### src/rtl/plfs_pkg.sv
// ----------------------------------------------------------------------------
// plfs_pkg
// types and constants shared by the point light falloff shader unit
// ----------------------------------------------------------------------------
package plfs_pkg;

  localparam int unsigned MaxLights = 64;
  localparam int unsigned CoordBits = 16;
  localparam int unsigned SlotW     = $clog2(MaxLights);
  localparam int unsigned CountW    = SlotW + 1;
  localparam int unsigned D2W       = 2 * CoordBits + 1;
  localparam int unsigned R2W       = 32;

  localparam logic [15:0] OneQ88 = 16'd256;

  // configuration register indexes
  localparam logic [1:0] RegSpotRadius = 2'd0;
  localparam logic [1:0] RegSpotGain   = 2'd1;
  localparam logic [1:0] RegLightsUsed = 2'd2;

  typedef enum logic {
    OP_LOAD  = 1'b0,
    OP_QUERY = 1'b1
  } op_e;

  typedef struct packed {
    logic        cmd;
    logic [5:0]  light_slot;
    logic [15:0] point_x;
    logic [15:0] point_y;
    logic [23:0] pixel_color;
    logic [15:0] dark_divisor;
  } in_word_t;

  typedef struct packed {
    logic [16:0] light_factor;
    logic [23:0] lit_color;
    logic [15:0] shaded_divisor;
  } out_word_t;

  // classified word held in the queue between front and back
  typedef struct packed {
    op_e         op;
    logic [5:0]  slot;
    logic [15:0] px;
    logic [15:0] py;
    logic [23:0] color;
    logic [15:0] div;
  } q_entry_t;

  typedef struct packed {
    logic [15:0]       radius;
    logic [11:0]       gain;
    logic [CountW-1:0] count;
  } cfg_t;

endpackage

### src/rtl/plfs_front.sv
// ----------------------------------------------------------------------------
// plfs_front
// accepts input words, classifies them and holds them in a two-entry queue
// ----------------------------------------------------------------------------
module plfs_front (
  input  logic                clk_i,
  input  logic                rst_ni,
  input  logic                in_valid_i,
  output logic                in_ready_o,
  input  plfs_pkg::in_word_t  in_word_i,
  output logic                q_valid_o,
  input  logic                q_pop_i,
  output plfs_pkg::q_entry_t  q_entry_o
);

  plfs_pkg::q_entry_t mem_q [2];
  logic               wr_ptr_q, rd_ptr_q;
  logic [1:0]         cnt_q;
  logic               push, pop;
  plfs_pkg::q_entry_t ent;

  // classify the incoming word
  always_comb begin
    ent.op    = in_word_i.cmd ? plfs_pkg::OP_QUERY : plfs_pkg::OP_LOAD;
    ent.slot  = in_word_i.light_slot;
    ent.px    = in_word_i.point_x;
    ent.py    = in_word_i.point_y;
    ent.color = in_word_i.pixel_color;
    ent.div   = in_word_i.dark_divisor;
  end

  assign in_ready_o = (cnt_q != 2'd2);
  assign push       = in_valid_i && in_ready_o;
  assign q_valid_o  = (cnt_q != 2'd0);
  assign pop        = q_pop_i && q_valid_o;
  assign q_entry_o  = mem_q[rd_ptr_q];

  // queue storage
  always_ff @(posedge clk_i) begin
    if (push) begin
      mem_q[wr_ptr_q] <= ent;
    end
  end

  // queue pointers
  always_ff @(posedge clk_i or negedge rst_ni) begin
    if (!rst_ni) begin
      wr_ptr_q <= 1'b0;
      rd_ptr_q <= 1'b0;
      cnt_q    <= 2'd0;
    end else begin
      if (push) wr_ptr_q <= ~wr_ptr_q;
      if (pop)  rd_ptr_q <= ~rd_ptr_q;
      if (push && !pop)      cnt_q <= cnt_q + 2'd1;
      else if (pop && !push) cnt_q <= cnt_q - 2'd1;
    end
  end

endmodule

### config.mk
export PLATFORM = sky130hd
export DESIGN_NAME = plfs_front
export DESIGN_NICKNAME = d
export VERILOG_FILES = /design/src/rtl/plfs_pkg.sv /design/src/rtl/plfs_front.sv
export SDC_FILE = /design/constraint.sdc
export NUM_CORES = 1
export LEC_CHECK = 0
export BUFFER_PORTS_ARGS = -buffer_cell sky130_fd_sc_hd__buf_2
export CAP_MARGIN = 30
export CELL_PAD_IN_SITES_DETAIL_PLACEMENT = 1
export CELL_PAD_IN_SITES_GLOBAL_PLACEMENT = 1
export CORE_ASPECT_RATIO = 2
export CORE_UTILIZATION = 23
export CTS_CLUSTER_DIAMETER = 50
export DETAILED_ROUTE_END_ITERATION = 8
export GPL_TIMING_DRIVEN = 0
export HOLD_SLACK_MARGIN = 0.05
export PLACE_DENSITY_LB_ADDON = 0.1
export SLEW_MARGIN = 0
export SYNTH_ARGS = -nofsm -noshare
export SYNTH_HDL_FRONTEND = slang
export SYNTH_SLANG_ARGS = --single-unit
### constraint.sdc
create_clock -name clk_i -period 10.1 [get_ports clk_i]
set_input_delay 2.02 -clock clk_i [delete_from_list [all_inputs] [get_ports clk_i]]
set_output_delay 2.02 -clock clk_i [all_outputs]
set_load 0.02 [all_outputs]
==> impl_metrics.ini, run 1 <==
[floorplanning]
die_y_um = 236
die_area_um2 = 28100
fp.dieW_um = 119
initial_core_util = 0.234
io_pins = 164
rows = 85
core_um2 = 26900

[detailed_routing]
ant_nets = 0
drtPass1Iterations = 4
post_drt_via_cell_ratio = 3.81
drc = 0
drtIter0Drc = 123
wirelength_mm = 13.5
wl_per_cell_um = 16.6
vias = 3091

[flow_run]
drv_cap = 0

[power_and_ir_drop]
p_comb_frac = 0.377
sw_frac_of_total = 0.325
p_int_mw = 1.73
netSwitchingPower_mw = 0.833
power.density_nw_per_um2 = 311
leakage_nw = 3.25
p_seq_frac = 0.374
vdd_drop_max_v = 0.000134
clock_power_share = 0.250

[clocking]
ctsResizeCount = 0
cts_buffers = 17
cts_setup_buffers = 0
ctsLongestPathBuffers = 2
cts_tree = yes
cts.htree.levels = 4
clkLatencyLatePin_ns = 0.44
cts_hold_buf = 0
root_buffer = clkbuf_16
cts_sinks = 162
cts.clk_slew.worst_paths_ns = 0.07

[min_path]
hp-start = cnt_q[1]$_DFFE_PN0P_
holdPathStages = 1
hold_path_end = cnt_q[1]$_DFFE_PN0P_
min_path_type = reg2reg

[sta]
fin_tns_setup_ns = 0
worst_slew_pin_slew_ns = 0.565
fin_crit_ns = 3.70
setup_viol = 0
rsz0062_at_grt = false
relSlewSlack = 0.623
fmax_mhz = 271
drv_slew = 0
fin_crit_sh = 0.366
hold_viol = 0
skew_ns = 0.00805

[worst_setup_path]
arrival_ns = 1.68
cp.required_ns = 8.08
reg2reg_slack_ns = 7.90
crit_path_end_kind = primary output
r2r_end = mem_q[0][36]$_DFFE_PP_
r2r_start = cnt_q[0]$_DFFE_PN0P_
crit_type = reg2out
worst_r2r_path_depth = 6
cp_max_fo = 10
crit_path_start_kind = flip-flop

[global_routing]
grt.total_usage = 0.102
grt_max_degree = 51
grt_pass1_vias = 3678
gr-total-overflow = 0
grt_pass1_wl_mm = 20.2
antenna_found_initial = 2

[logic_synthesis]
syn_nets = 348
synthTopCellsByArea = edfxtp_1 75%, mux2_4 19%, buf_12 2.5%
synthCells = 264
ys_seq_area_frac = 0.769
synth_top_cell_by_area = edfxtp_1
synth.distinct_cells = 14
syn_avg_cell_area_um2 = 23.8
netlist.area_leader.share = 0.754
synth_area_um2 = 6300
synth_warnings = 0
ys_ff_latch = 162

[finish]
area_delta_synth_final_pct = 30.9
layout_commonest_cell = buf_2
drive_gt1_frac = 0.624
diodes = 0
nets = 534
layout_common_cells = 163 x buf_2, 158 x edfxtp_1, 79 x mux2_4
finish.utilization = 0.306

[place]
numPortBuffers = 163
place_congestion = 0.635
post-dp-hpwl_mm = 9.22

[outcome]
status = complete, no violations
flip-flops by register name (all words and copies together), names as in the netlist:
signal / flops
mem_q: 158
rd_ptr_q: 1
cnt_q: 2
wr_ptr_q: 1
worst max-delay path by stage:
| stage | slack, ns | start | endpoint |
|---|---|---|---|
| 2_1_floorplan | 4.17 | in_valid_i | mem_q[0][0]$_DFFE_PP_ |
| 3_3_place_gp | 1.56 | in_valid_i | mem_q[0][42]$_DFFE_PP_ |
| 3_5_place_dp | 6.31 | in_valid_i | mem_q[0][37]$_DFFE_PP_ |
| 4_1_cts | 6.33 | rd_ptr_q$_DFFE_PN0P_ | q_entry_o[52] |
| 5_1_grt | 6.31 | rd_ptr_q$_DFFE_PN0P_ | q_entry_o[52] |
| 6_report | 6.40 | rd_ptr_q$_DFFE_PN0P_ | q_entry_o[40] |
power groups by stage:
| stage | Sequential, mW | Clock (mW) | Combinational (mW) |
|---|---|---|---|
| floorplan | 0.977 | 0 | 0.694 |
| global placement | 0.997 | 0 | 0.956 |
| detailed placement | 0.973 | 0 | 0.998 |
| CTS | 0.960 | 0.669 | 1.00 |
| global route | 0.971 | 0.688 | 1.03 |
| finish | 0.958 | 0.640 | 0.966 |
critical path: stages, from the launching register on:
cell and delay (ns):
dfrtp_1 0.34, buf_6 0.23, buf_12 0.19, mux2_4 0.31, buf_2 0.16
area by class of cell:
type                            count  area (um2)
Multi-Input combinational cell     92        1290
Fill cell                        2829       18700
Sequential cell                   162        4840
Inverter                            1        3.75
Timing Repair Buffer              167         911
Tap cell                          348         435
Clock buffer                       17         425
Buffer                              9         171
Clock inverter                     15         160
through the flow:
step                cells  cell area (um2)  setup WS [ns]  power (mW)  hold slack, ns
finish                811             8240           6.40        2.56           0.514
floorplan             264             6300           4.17        1.67           0.456
detailed placement    779             7650           6.31        1.97           0.494
global placement      775             7550           1.56        1.95           0.477
CTS                   811             8240           6.33        2.63           0.511
global route          811             8240           6.31        2.69           0.532
cell families (layout without fill, tap and decap cells):
| logic type | count (synthesis) | in the layout | share of synthesized area |
|---|---|---|---|
| xor+xnor | 5 | 5 | 0.00696 |
| fa+ha+maj | 1 | 1 | 0.00199 |
| mux | 79 | 79 | 0.188 |
| simple gates | 7 | 7 | 0.00537 |
| flops | 162 | 162 | 0.769 |
| buf+inv | 10 | 209 | 0.0278 |
metal layers:
metal  up-vias  GRT usage  part of all wire
met5         -          0            0.0023
met2        91      0.197              0.60
met4         4     0.0552             0.022
met1      1556     0.0858              0.33
met3        20     0.0389             0.053
li1       1420          -                 -
cell usage after synthesis:
library cell	instances
and3_1	1
buf_12	8
buf_6	1
dfrtp_1	4
edfxtp_1	158
ha_1	1
inv_1	1
mux2_4	79
nand2_1	2
nand2b_1	1
nor2_1	2
or2_1	1
xnor2_1	3
xor2_1	2
No activity file was read; power rests on OpenSTA's default activity.
==> run 2, diff against run 1 <==
--- a/config.mk
+++ b/config.mk
@@ -5,6 +5,7 @@
 export SDC_FILE = /design/constraint.sdc
 export NUM_CORES = 1
 export LEC_CHECK = 0
+export ABC_AREA = 1
 export BUFFER_PORTS_ARGS = -buffer_cell sky130_fd_sc_hd__buf_2
 export CAP_MARGIN = 30
 export CELL_PAD_IN_SITES_DETAIL_PLACEMENT = 1
==> constraint.sdc (replaced) <==
create_clock -name clk_i -period 3.4 [get_ports clk_i]
set_input_delay 0.68 -clock clk_i [delete_from_list [all_inputs] [get_ports clk_i]]
set_output_delay 0.68 -clock clk_i [all_outputs]
set_load 0.02 [all_outputs]
==> impl_metrics.ini, run 2 <==
[logic_synthesis]
synth_top_cells_by_count = 246 x nand2_1, 158 x edfxtp_1, 9 x buf_6
netlist.area_leader.share = 0.788
synth.distinct_cells = 14
synthCells = 441
synth_area_um2 = 6020
synthFlopType = edfxtp_1
syn_avg_cell_area_um2 = 13.7
syn_nets = 525
ys_ff_latch = 162
synth-edff-count = 158
synthArstFlopShare = 0.0247
yosysMostFrequentCell = nand2_1
synthTopCellsByArea = edfxtp_1 79%, nand2_1 15%, buf_6 1.7%
ys_seq_area_frac = 0.804
synth_warnings = 0
synth_top_cell_by_area = edfxtp_1

[place]
place_congestion = 0.647
numPortBuffers = 163
post-dp-hpwl_mm = 11.0
dp_cells = 950

[detailed_routing]
post_drt_via_cell_ratio = 3.93
vias = 3861
wirelength_mm = 15.4
ant_nets = 0
drtIter0Drc = 113
wl_per_cell_um = 15.7
drtPass1Iterations = 4
drc = 0

[min_path]
min_path_type = in2reg
holdPathStages = 1

[sta]
drv_slew = 0
fmax_mhz = 442
fin_crit_ns = 2.26
setup_viol = 0
fin_crit_sh = 0.665
worst_slew_pin_slew_ns = 0.600
rsz0062_at_grt = false
relSlewSlack = 0.599
skew_ns = 0.0129
fin_hold_ws_ns = 0.426
hold_viol = 0

[worst_setup_path]
cp.required_ns = 2.72
worst-path-buf-inv = 4
worstSetupPathDepth = 6
cp_top_family = buffers and inverters
crit_path_start_kind = flip-flop
slowest_stage = dfrtp_1
arrival_ns = 1.58
crit_path_end_kind = primary output
worstPathCellList = buf_6 -> inv_8 -> buf_6 -> nand2_1 -> nand2_1 -> buf_2
cpPeakStageDelay_ns = 0.38
crit_type = reg2out
worst_r2r_path_depth = 6
cp_max_fo = 10

[floorplanning]
io_pins = 164
die_area_um2 = 26900
fp.dieW_um = 116
core_um2 = 25700
rows = 83
initial_core_util = 0.235
die_y_um = 231

[finish]
nets = 714
reg_top3 = mem_q: 158 flops, cnt_q: 2 flops
layout_common_cells = 246 x nand2_1, 163 x buf_2, 158 x edfxtp_1
largest_register_ffs = 158
fin_cells = 983
diodes = 0
layout_commonest_cell = nand2_1
area_delta_synth_final_pct = 32.6
drive_gt1_frac = 0.339
fill_cells = 2870
regMostFlops = mem_q
finish.utilization = 0.311

[clocking]
cts_tree = yes
cts.clk_slew.worst_paths_ns = 0.06
cts_sinks = 162
root_buffer = clkbuf_16
cts.htree.levels = 4
clkLatencyLatePin_ns = 0.44
ctsResizeCount = 0
ctsLongestPathBuffers = 2
cts_buffers = 17

[power_and_ir_drop]
p_int_mw = 4.69
sw_frac_of_total = 0.374
p_seq_frac = 0.379
netSwitchingPower_mw = 2.80
p_comb_frac = 0.377
power.density_nw_per_um2 = 938
leakage_nw = 3.38
vdd_drop_max_v = 0.000353
clock_power_share = 0.244

[global_routing]
antenna_found_initial = 0
grt_pass1_wl_mm = 23.2
gr-total-overflow = 0
grt-busiest-layer = met2
met3_usage = 0.0423
grt_use_met1 = 0.113
grt_pass1_vias = 4184
use_met2 = 0.234
grt.total_usage = 0.124
grt_max_degree = 31

[outcome]
status = complete, no violations

[flow_run]
drv_cap = 0
## run 2: cell types whose count changed after synthesis, sizes merged, moves of 2 or more
cell	previous run	this run
nand2	2	247
xnor2	3	1
nand3	0	2
inv	1	7
buf	9	17
mux2	79	0
## run 2: routing by layer
metal,wire length (um),up-vias,part of all wire
met1,5310,1895,0.34
met3,689,16,0.045
li1,-,1861,-
met2,9140,89,0.59
met4,296,0,0.019
met5,0,-,0
## run 2: worst paths after layout
path | slack [ns] | start | to
max in group asynchronous | 2.69 | rst_ni | cnt_q[0]$_DFFE_PN0P_
max | 1.14 | rd_ptr_q$_DFFE_PN0P_ | q_entry_o[52]
min in group asynchronous | 0.58 | rst_ni | wr_ptr_q$_DFFE_PN0P_
min | 0.43 | in_word_i[71] | mem_q[0][71]$_DFFE_PP_
max reg2reg | 1.44 | cnt_q[0]$_DFFE_PN0P_ | mem_q[1][59]$_DFFE_PP_
min reg2reg | 0.51 | cnt_q[0]$_DFFE_PN0P_ | cnt_q[0]$_DFFE_PN0P_
## run 2: cell families after synthesis
kind of cell,after synthesis,share of synthesized area
xor+xnor,2,0.00291
simple gates,252,0.158
flops,162,0.804
fa+ha+maj,1,0.00208
buf+inv,24,0.0324
## run 2: per-stage QoR
stage               power (mW)  TNS [ns]  instance area, um2  worst slack, ns
floorplan                 4.64   -185.91                6020            -1.18
global placement          5.72   -589.75                7260            -3.75
detailed placement        5.82         0                7420             1.19
CTS                       7.69         0                7990             1.03
global route              7.97         0                7990            0.998
finish                    7.49         0                7990             1.14
## run 2: power groups by stage
| stage | Clock (mW) | Sequential [mW] | Combinational, mW |
|---|---|---|---|
| finish | 1.83 | 2.83 | 2.82 |
| global placement | 0 | 2.97 | 2.75 |
| global route | 1.97 | 2.88 | 3.12 |
| floorplan | 0 | 2.91 | 1.73 |
| CTS | 1.90 | 2.84 | 2.95 |
| detailed placement | 0 | 2.88 | 2.94 |
## run 2: layout make-up
cell class                      count  area (um2)  area share
Sequential cell                   162        4840       0.607
Multi-Input combinational cell    255         998       0.125
Timing Repair Buffer              170         968       0.121
Clock buffer                       20         437      0.0547
Tap cell                          340         425      0.0533
Buffer                             17         161      0.0202
Clock inverter                     12         116      0.0146
Inverter                            7        33.8     0.00423
## run 2: timing repair
action | 4_1_cts | 5_1_grt
setup buffers | 0 | 0
hold buffers | 1 | 0
endpoints found under the hold margin | 4 | 0
